File: src/design/video_sync_scanline_generator_unit_defines.svh
// Assertion macros shared by the scanline generator modules.
`ifndef VIDEO_SYNC_SCANLINE_GENERATOR_UNIT_DEFINES_SVH
`define VIDEO_SYNC_SCANLINE_GENERATOR_UNIT_DEFINES_SVH

// Same-cycle implication, checked outside reset.
`define VSG_ASSERT_NOW(label, clk, rst_n, ante, cons, msg) \
    label: assert property (@(posedge clk) disable iff (!(rst_n)) (ante) |-> (cons)) \
        else $error(msg);

// Next-cycle implication, checked outside reset.
`define VSG_ASSERT_NEXT(label, clk, rst_n, ante, cons, msg) \
    label: assert property (@(posedge clk) disable iff (!(rst_n)) (ante) |=> (cons)) \
        else $error(msg);

`endif

File: src/design/vsg_pkg.sv
// Package with the types, constants and register codes of the scanline generator.
package vsg_pkg;

    localparam int unsigned LINE_BITS_DEF = 10;
    localparam int unsigned CFG_W         = 10;
    localparam int unsigned CFG_IDX_W     = 3;
    localparam int unsigned TICK_W        = 12;
    localparam int unsigned SCANLINE_W    = 10;

    localparam logic [CFG_W-1:0] VERTICAL_TOTAL_RST   = 10'd524;
    localparam logic [CFG_W-1:0] HORIZONTAL_TOTAL_RST = 10'd857;

    typedef enum logic [CFG_IDX_W-1:0] {
        CFG_VERTICAL_TOTAL   = 3'd0,
        CFG_HORIZONTAL_TOTAL = 3'd1,
        CFG_CLOCK_DOUBLE     = 3'd2,
        CFG_INTERLACE        = 3'd3,
        CFG_VBLANK_IN_LINE   = 3'd4,
        CFG_VBLANK_OUT_LINE  = 3'd5,
        CFG_VSYNC_START      = 3'd6,
        CFG_VSYNC_END        = 3'd7
    } t_cfg_idx;

    typedef struct packed {
        logic [CFG_W-1:0] vertical_total;
        logic [CFG_W-1:0] horizontal_total;
        logic             clock_double;
        logic             interlace;
        logic [CFG_W-1:0] vblank_in_line;
        logic [CFG_W-1:0] vblank_out_line;
        logic [CFG_W-1:0] vsync_start;
        logic [CFG_W-1:0] vsync_end;
    } t_cfg;

    typedef struct packed {
        logic                  line_end;
        logic                  vblank_in;
        logic                  vblank_out;
        logic                  vsync;
        logic [SCANLINE_W-1:0] scanline;
    } t_result;

endpackage

File: src/design/vsg_cfg.sv
// Configuration register file with the counter restart strobe.
module vsg_cfg (
    input  logic                          i_clk,
    input  logic                          i_rst_n,
    input  logic                          i_cfg_wr_en,
    input  logic [vsg_pkg::CFG_IDX_W-1:0] i_cfg_index,
    input  logic [vsg_pkg::CFG_W-1:0]     i_cfg_data,
    output vsg_pkg::t_cfg                 o_cfg,
    output logic                          o_restart
);

    vsg_pkg::t_cfg r_cfg;
    vsg_pkg::t_cfg n_cfg;
    logic          n_restart;

    always_comb begin
        n_cfg     = r_cfg;
        n_restart = 1'b0;
        if (i_cfg_wr_en) begin
            n_restart = 1'b1;
            case (vsg_pkg::t_cfg_idx'(i_cfg_index))
                vsg_pkg::CFG_VERTICAL_TOTAL:   n_cfg.vertical_total   = i_cfg_data;
                vsg_pkg::CFG_HORIZONTAL_TOTAL: n_cfg.horizontal_total = i_cfg_data;
                vsg_pkg::CFG_CLOCK_DOUBLE:     n_cfg.clock_double     = i_cfg_data[0];
                vsg_pkg::CFG_INTERLACE:        n_cfg.interlace        = i_cfg_data[0];
                vsg_pkg::CFG_VBLANK_IN_LINE:   n_cfg.vblank_in_line   = i_cfg_data;
                vsg_pkg::CFG_VBLANK_OUT_LINE:  n_cfg.vblank_out_line  = i_cfg_data;
                vsg_pkg::CFG_VSYNC_START:      n_cfg.vsync_start      = i_cfg_data;
                vsg_pkg::CFG_VSYNC_END:        n_cfg.vsync_end        = i_cfg_data;
                default:                       n_restart              = 1'b0;
            endcase
        end
    end

    always_ff @(posedge i_clk) begin
        if (!i_rst_n) begin
            r_cfg.vertical_total   <= vsg_pkg::VERTICAL_TOTAL_RST;
            r_cfg.horizontal_total <= vsg_pkg::HORIZONTAL_TOTAL_RST;
            r_cfg.clock_double     <= 1'b0;
            r_cfg.interlace        <= 1'b0;
            r_cfg.vblank_in_line   <= '0;
            r_cfg.vblank_out_line  <= '0;
            r_cfg.vsync_start      <= '0;
            r_cfg.vsync_end        <= '0;
        end else begin
            r_cfg <= n_cfg;
        end
    end

    assign o_cfg     = r_cfg;
    assign o_restart = n_restart;

endmodule

File: src/design/vsg_core.sv
// Tick and scanline counters with the per-item line end and sync decode.
`include "video_sync_scanline_generator_unit_defines.svh"

module vsg_core #(
    parameter int unsigned LINE_BITS = vsg_pkg::LINE_BITS_DEF
) (
    input  logic             i_clk,
    input  logic             i_rst_n,
    input  vsg_pkg::t_cfg    i_cfg,
    input  logic             i_restart,
    input  logic             i_fire,
    input  logic             i_advance,
    output vsg_pkg::t_result o_result
);

    localparam int unsigned CMP_W    = (LINE_BITS > vsg_pkg::CFG_W) ? LINE_BITS : vsg_pkg::CFG_W;
    localparam int unsigned HP1_W    = vsg_pkg::CFG_W + 1;
    localparam int unsigned PERIOD_W = vsg_pkg::TICK_W + 1;

    logic [vsg_pkg::TICK_W-1:0]     r_tick;
    logic [LINE_BITS-1:0]           r_line;
    logic                           r_vsync;
    logic [vsg_pkg::SCANLINE_W-1:0] r_latched_line;

    logic [vsg_pkg::TICK_W-1:0]     n_tick;
    logic [LINE_BITS-1:0]           n_line;

    logic [HP1_W-1:0]    hp1;
    logic [PERIOD_W-1:0] period;
    logic [PERIOD_W-1:0] next_tick;
    logic                ended;
    logic [LINE_BITS-1:0] line_cur;
    logic [CMP_W-1:0]    line_x;
    logic [CMP_W-1:0]    start_x;
    logic [CMP_W-1:0]    end_x;
    logic                vs;

    always_comb begin
        hp1 = {1'b0, i_cfg.horizontal_total} + HP1_W'(1);
        case ({i_cfg.clock_double, i_cfg.interlace})
            2'b00:   period = {hp1, 2'b00};
            2'b01:   period = {1'b0, hp1, 1'b0};
            2'b10:   period = {1'b0, hp1, 1'b0};
            default: period = {2'b00, hp1};
        endcase
    end

    assign next_tick = {1'b0, r_tick} + PERIOD_W'(1);
    assign ended     = i_advance && (next_tick >= period);

    assign line_cur = (CMP_W'(r_line) > CMP_W'(i_cfg.vertical_total)) ? '0 : r_line;
    assign line_x   = CMP_W'(line_cur);
    assign start_x  = CMP_W'(i_cfg.vsync_start);
    assign end_x    = CMP_W'(i_cfg.vsync_end);

    always_comb begin
        if (i_cfg.vsync_start < i_cfg.vsync_end) begin
            vs = (line_x >= start_x) && (line_x < end_x);
        end else begin
            vs = (line_x >= start_x) || (line_x < end_x);
        end
    end

    always_comb begin
        o_result.line_end   = ended;
        o_result.vblank_in  = ended && (line_x == CMP_W'(i_cfg.vblank_in_line));
        o_result.vblank_out = ended && (line_x == CMP_W'(i_cfg.vblank_out_line));
        o_result.vsync      = ended ? vs : r_vsync;
        o_result.scanline   = ended ? vsg_pkg::SCANLINE_W'(line_cur) : r_latched_line;
    end

    always_comb begin
        n_tick = r_tick;
        n_line = r_line;
        if (i_fire && i_advance) begin
            if (ended) begin
                n_tick = '0;
                n_line = line_cur + LINE_BITS'(1);
            end else begin
                n_tick = next_tick[vsg_pkg::TICK_W-1:0];
            end
        end
        if (i_restart) begin
            n_tick = '0;
        end
    end

    always_ff @(posedge i_clk) begin
        if (!i_rst_n) begin
            r_tick         <= '0;
            r_line         <= '0;
            r_vsync        <= 1'b0;
            r_latched_line <= '0;
        end else begin
            r_tick <= n_tick;
            r_line <= n_line;
            if (i_fire && ended) begin
                r_vsync        <= vs;
                r_latched_line <= vsg_pkg::SCANLINE_W'(line_cur);
            end
        end
    end

    `VSG_ASSERT_NOW(a_tick_below_period, i_clk, i_rst_n, 1'b1, ({1'b0, r_tick} < period), "Tick counter reached the line period.")
    `VSG_ASSERT_NEXT(a_line_end_clears_tick, i_clk, i_rst_n, i_fire && ended, r_tick == '0, "Tick counter not cleared after a line end.")
    `VSG_ASSERT_NEXT(a_query_keeps_line, i_clk, i_rst_n, i_fire && !i_advance, $stable(r_line), "A status query moved the scanline counter.")

endmodule

File: src/design/video_sync_scanline_generator_unit.sv
// Video timing sync generator: one base tick per advancing item, line end and sync flags per result.
// The block accepts one item in every clock cycle while o_in_stall is low and returns exactly one
// result for each item: the item is held in an input register, and the tick and scanline
// counters are updated when it leaves that register, while the result register is loaded.
// Throughput is set by the single counter update per cycle and drops only while the result
// register is stalled. A configuration write restarts the tick counter of the current line.
`include "video_sync_scanline_generator_unit_defines.svh"

module video_sync_scanline_generator_unit #(
    parameter int unsigned LINE_BITS = vsg_pkg::LINE_BITS_DEF
) (
    input  logic                           i_clk,
    input  logic                           i_rst_n,
    input  logic                           i_cfg_wr_en,
    input  logic [vsg_pkg::CFG_IDX_W-1:0]  i_cfg_index,
    input  logic [vsg_pkg::CFG_W-1:0]      i_cfg_data,
    input  logic                           i_in_valid,
    output logic                           o_in_stall,
    input  logic                           i_advance,
    output logic                           o_out_valid,
    input  logic                           i_out_stall,
    output logic                           o_line_end,
    output logic                           o_hblank_in_irq,
    output logic                           o_vblank_in_irq,
    output logic                           o_vblank_out_irq,
    output logic                           o_vsync_status,
    output logic [vsg_pkg::SCANLINE_W-1:0] o_scanline_status
);

    vsg_pkg::t_cfg    cfg;
    vsg_pkg::t_result result;
    logic             restart;

    logic             r_in_valid;
    logic             r_advance;
    logic             r_out_valid;
    vsg_pkg::t_result r_result;

    logic             out_en;
    logic             fire;
    logic             in_accept;

    assign out_en     = !r_out_valid || !i_out_stall;
    assign fire       = r_in_valid && out_en;
    assign o_in_stall = r_in_valid && !out_en;
    assign in_accept  = i_in_valid && !o_in_stall;

    vsg_cfg u_cfg (
        .i_clk       (i_clk),
        .i_rst_n     (i_rst_n),
        .i_cfg_wr_en (i_cfg_wr_en),
        .i_cfg_index (i_cfg_index),
        .i_cfg_data  (i_cfg_data),
        .o_cfg       (cfg),
        .o_restart   (restart)
    );

    vsg_core #(
        .LINE_BITS (LINE_BITS)
    ) u_core (
        .i_clk     (i_clk),
        .i_rst_n   (i_rst_n),
        .i_cfg     (cfg),
        .i_restart (restart),
        .i_fire    (fire),
        .i_advance (r_advance),
        .o_result  (result)
    );

    always_ff @(posedge i_clk) begin
        if (!i_rst_n) begin
            r_in_valid  <= 1'b0;
            r_out_valid <= 1'b0;
        end else begin
            if (!o_in_stall) begin
                r_in_valid <= i_in_valid;
            end
            if (out_en) begin
                r_out_valid <= r_in_valid;
            end
        end
    end

    always_ff @(posedge i_clk) begin
        if (in_accept) begin
            r_advance <= i_advance;
        end
        if (fire) begin
            r_result <= result;
        end
    end

    assign o_out_valid       = r_out_valid;
    assign o_line_end        = r_result.line_end;
    assign o_hblank_in_irq   = r_result.line_end;
    assign o_vblank_in_irq   = r_result.vblank_in;
    assign o_vblank_out_irq  = r_result.vblank_out;
    assign o_vsync_status    = r_result.vsync;
    assign o_scanline_status = r_result.scanline;

    `VSG_ASSERT_NOW(a_irq_needs_line_end, i_clk, i_rst_n, o_out_valid && !o_line_end, !o_vblank_in_irq && !o_vblank_out_irq && !o_hblank_in_irq, "Interrupt pulse without a line end.")
    `VSG_ASSERT_NEXT(a_fire_gives_result, i_clk, i_rst_n, fire, o_out_valid, "A processed item produced no result.")
    `VSG_ASSERT_NEXT(a_accept_fills_input, i_clk, i_rst_n, in_accept, r_in_valid, "An accepted item did not reach the input register.")

endmodule
File: config.mk
export PLATFORM = sky130hd
export DESIGN_NAME = video_sync_scanline_generator_unit
export DESIGN_NICKNAME = d
export VERILOG_FILES = /design/src/design/vsg_pkg.sv /design/src/design/vsg_cfg.sv /design/src/design/vsg_core.sv /design/src/design/video_sync_scanline_generator_unit.sv
export VERILOG_INCLUDE_DIRS = /design/src /design/src/design
export SDC_FILE = /design/constraint.sdc
export NUM_CORES = 1
export LEC_CHECK = 0
export BUFFER_PORTS_ARGS = -buffer_cell sky130_fd_sc_hd__buf_2
export CAP_MARGIN = 10
export CORE_MARGIN = 3
export CORE_UTILIZATION = 55
export CTS_CLUSTER_SIZE = 10
export DETAILED_ROUTE_END_ITERATION = 8
export GPL_ROUTABILITY_DRIVEN = 0
export GPL_TIMING_DRIVEN = 0
export HOLD_SLACK_MARGIN = 0.08
export PLACE_DENSITY = 0.73
export SETUP_SLACK_MARGIN = 0.05
export SLEW_MARGIN = 25
export SYNTH_ARGS = -nofsm -noshare
export SYNTH_HDL_FRONTEND = slang
export SYNTH_SLANG_ARGS = --single-unit
File: constraint.sdc
create_clock -name i_clk -period 4.1 [get_ports i_clk]
set_clock_uncertainty 0.2 [all_clocks]
set_input_delay 0.82 -clock i_clk [delete_from_list [all_inputs] [get_ports i_clk]]
set_output_delay 0.82 -clock i_clk [all_outputs]
set_load 0.03 [all_outputs]
==> run_results.csv <==
group,metric,value,unit
run_status,status,"finished with violations",
run_status,violations,"design-rule violations",
detailed_routing,dr_wl_met2,8126,um
place,io_buffers,30,
logic_synthesis,ys_ff_latch,112,
logic_synthesis,synth_top_area_frac,0.2906,
place,dp_hpwl,14030,um
setup_path,crit_buf_inv,1,
setup_path,path_max_fanout,10,
timing,worst_pin_slew,0.7227,ns
pwr,p_leak,0.002888,uW
place,dpl_worst_slack,-0.2959,ns
finish,finalNetCount,954,
die,die_x,116.2,um
setup_path,crit_family,"simple AND/OR/NAND/NOR gates",
detailed_routing,wl_per_cell,18.35,um
logic_synthesis,synth.most_common_cell,"nand2_1",
logic_synthesis,yosysWarnings,0,
logic_synthesis,synth.area.top_cells,"dfxtp_1 (29%), ha_1 (10%), nand2_1 (8.5%)",
clock_tree,clk_pin_slew_worst_paths,0.08,ns
global_route,grt_pass1_wl,30370,um
detailed_routing,post_drt_via_cell_ratio,6.215,
setup_path,crit_type,"register to register",
clock_tree,max-clock-path-buffers,2,
logic_synthesis,synth.largest_area_cell,"dfxtp_1",
flow_run,max_cap_viol_count,0,
clock_tree,cts_buffers,9,
detailed_routing,routed_wl,18850,um
timing,min_period_over_period,0.9810,
finish,drive_gt1_frac,0.1052,
setup_path,cp_slowest_cell,"clkbuf_1",
clock_tree,cts-root-buf,"clkbuf_16",
detailed_routing,routed.top_layer,"met4",
global_route,grt_max_degree,20,
die,rows,39,
timing,hold_viol_final,0,
detailed_routing,firstDrtPassIters,9,
pwr,p_per_area,301.4,mW/mm^2
die,die_h,116.2,um
timing,finalWorstSetupSlack,0.07807,ns
logic_synthesis,yosysUniqueCellTypes,61,
setup_path,path_cells,"ha_1 -> and4_2 -> nand4_1 -> clkbuf_1 -> a21oi_2 -> ha_1 -> nand4_1 -> or4_1 -> a41o_1 -> o211ai_1 -> a31oi_1",
die,dieArea,0.01351,mm^2
die,start_util,0.5729,
finish,final_core_util,0.6393,
timing,max_freq,248.6,MHz
finish,antennaDiodeCount,0,
logic_synthesis,syn-num-nets,912,
timing,setup_viol,0,
logic_synthesis,synth-edff-count,15,
detailed_routing,drt_iter0_drc,632,
clock_tree,clock_latency,0.36,ns
logic_synthesis,async_reset_ff_frac,0,
setup_path,arrival,3.93,ns
global_route,grt-ovfl-total,0,
timing,fin_hold_ws,0.2620,ns
global_route,grt_pass1_vias,5957,
detailed_routing,via_count,6383,
setup_path,critPathLaunchType,"register",
detailed_routing,wl_met3,1467,um
pwr,total_power,2247,uW
hold_path,hold_class,"register to register",
logic_synthesis,synthCells,837,
logic_synthesis,syn_area_per_cell,7.983,um^2
pwr,vdd_drop_max,0.2491,mV
die,core,0.01166,mm^2
global_route,grt_antenna_before_repair,0,
detailed_routing,routedLengthMet1,8590,um
logic_synthesis,synth_commonest_cells,"nand2_1 (152), a21oi_1 (109), dfxtp_1 (97), ha_1 (56), nor2_1 (47)",
setup_path,crit_required,4.00,ns
timing,slew-limit-headroom,0.5164,
clock_tree,h-tree-depth,3,
logic_synthesis,synth_area,0.006681,mm^2
logic_synthesis,synth.yosys.seq_area_share,0.3581,
setup_path,startpoint,"u_core.r_line[7]$_SDFFE_PN0P_",
setup_path,slowest_delay,0.57,ns
timing,drv_slew,0,
clock_tree,cts_tree,"done",
setup_path,worst_setup_path_end_kind,"register",
timing,rsz0062_at_grt,"true",
detailed_routing,drc,1,
hold_path,hold_start,"u_cfg.o_cfg[58]$_SDFFE_PN0P_",
global_route,grt_usage,0.2855,
logic_synthesis,synthFlopType,"dfxtp_1",
detailed_routing,ant_nets,0,
die,ios,36,
clock_tree,numClockSinks,112,
setup_path,reg2reg_from,"u_core.r_line[7]$_SDFFE_PN0P_",
timing,fin_crit,4.022,ns
finish,syn_to_final_growth,11.59,%
worst min-delay path: cells and delay by family (launching register included):
family	cells	cell delay, ns
flip-flops	1	0.31
AO/OA/AOI/OAI	1	0.05
AND/OR/NAND/NOR	1	0.05
power breakdown:
group / total, uW / internal (uW) / switching, uW
Combinational: 197 / 62.4 / 134
Clock: 902 / 475 / 427
Sequential: 1150 / 1130 / 17.2
Total: 2250 / 1670 / 578
cells by family (layout without fill, tap and decap cells):
logic type | after synthesis | count (layout) | synth area share
AOI/OAI and AO/OA | 227 | 227 | 0.2127
xor gates and xnor gates | 27 | 27 | 0.03539
muxes | 12 | 12 | 0.01966
DFF | 112 | 112 | 0.3581
and+or+nand+nor | 317 | 317 | 0.2193
adders and majority gates | 56 | 56 | 0.1049
buffers and inverters | 86 | 133 | 0.05000
per-stage QoR:
step | instance area, um^2 | setup TNS (ns) | std cells
floorplan | 6681 | 0 | 837
global placement | 7010 | -1.420 | 1010
detailed placement | 7010 | -2.151 | 1010
CTS | 7361 | 0 | 1027
global route | 7456 | -0.07123 | 1027
finish | 7456 | 0 | 1027
final timing paths:
check,end,slack [ns],cells past startpoint
max,o_vsync_status$_DFFE_PP_,0.08,11
min,u_cfg.o_cfg[58]$_SDFFE_PN0P_,0.26,2
max reg2reg,o_vsync_status$_DFFE_PP_,0.08,11
min reg2reg,u_cfg.o_cfg[58]$_SDFFE_PN0P_,0.26,2
layout by cell type (no fill, tap or decap), types with 10 or more instances in the layout:
cell,netlist,routed
inv_1,45,45
xor2_1,12,12
a22oi_1,14,14
clkbuf_16,0,10
xnor2_1,15,15
clkbuf_1,31,25
nand4_1,16,16
ha_1,56,56
dfxtp_1,97,97
edfxtp_1,15,15
nor3_1,16,14
nand2_1,152,152
nor2_1,47,47
a21oi_1,109,104
nand3_1,33,32
o21ai_0,29,28
buf_2,3,34
and3_1,10,10
sequential cells by signal, indices dropped and copies added (netlist names):
signal	count
r_advance	1
o_vsync_status	1
o_vblank_out_irq	1
u_core.r_line	10
o_scanline_status	10
u_core.r_vsync	1
u_cfg.o_cfg	62
o_hblank_in_irq	1
o_vblank_in_irq	1
r_in_valid	1
o_out_valid	1
u_core.r_tick	12
u_core.r_latched_line	10
repair_timing:
item | CTS | global route
resized for setup | 11 | 27
pin swaps | 1 | 2
setup buffers | 1 | 1
setup endpoints to repair | 15 | 43
hold buffers | 0 | 0
per-layer routing:
layer / vias up / track usage
li1: 3087 / -
met1: 2964 / 0.4034
met2: 269 / 0.4340
met3: 63 / 0.05026
met4: 0 / 0.1121
met5: - / 0
final cells by class:
class | count | area [um^2]
plain buffers | 40 | 167.7
clock buffers | 11 | 264.0
clock inverters | 5 | 42.54
fillers | 1008 | 4207
inverters | 45 | 168.9
multi-input cells | 639 | 4076
flip-flops and latches | 112 | 2392
well taps | 143 | 178.9
repair buffers | 32 | 165.2
Note: power is estimated with default switching activity, not from simulation.
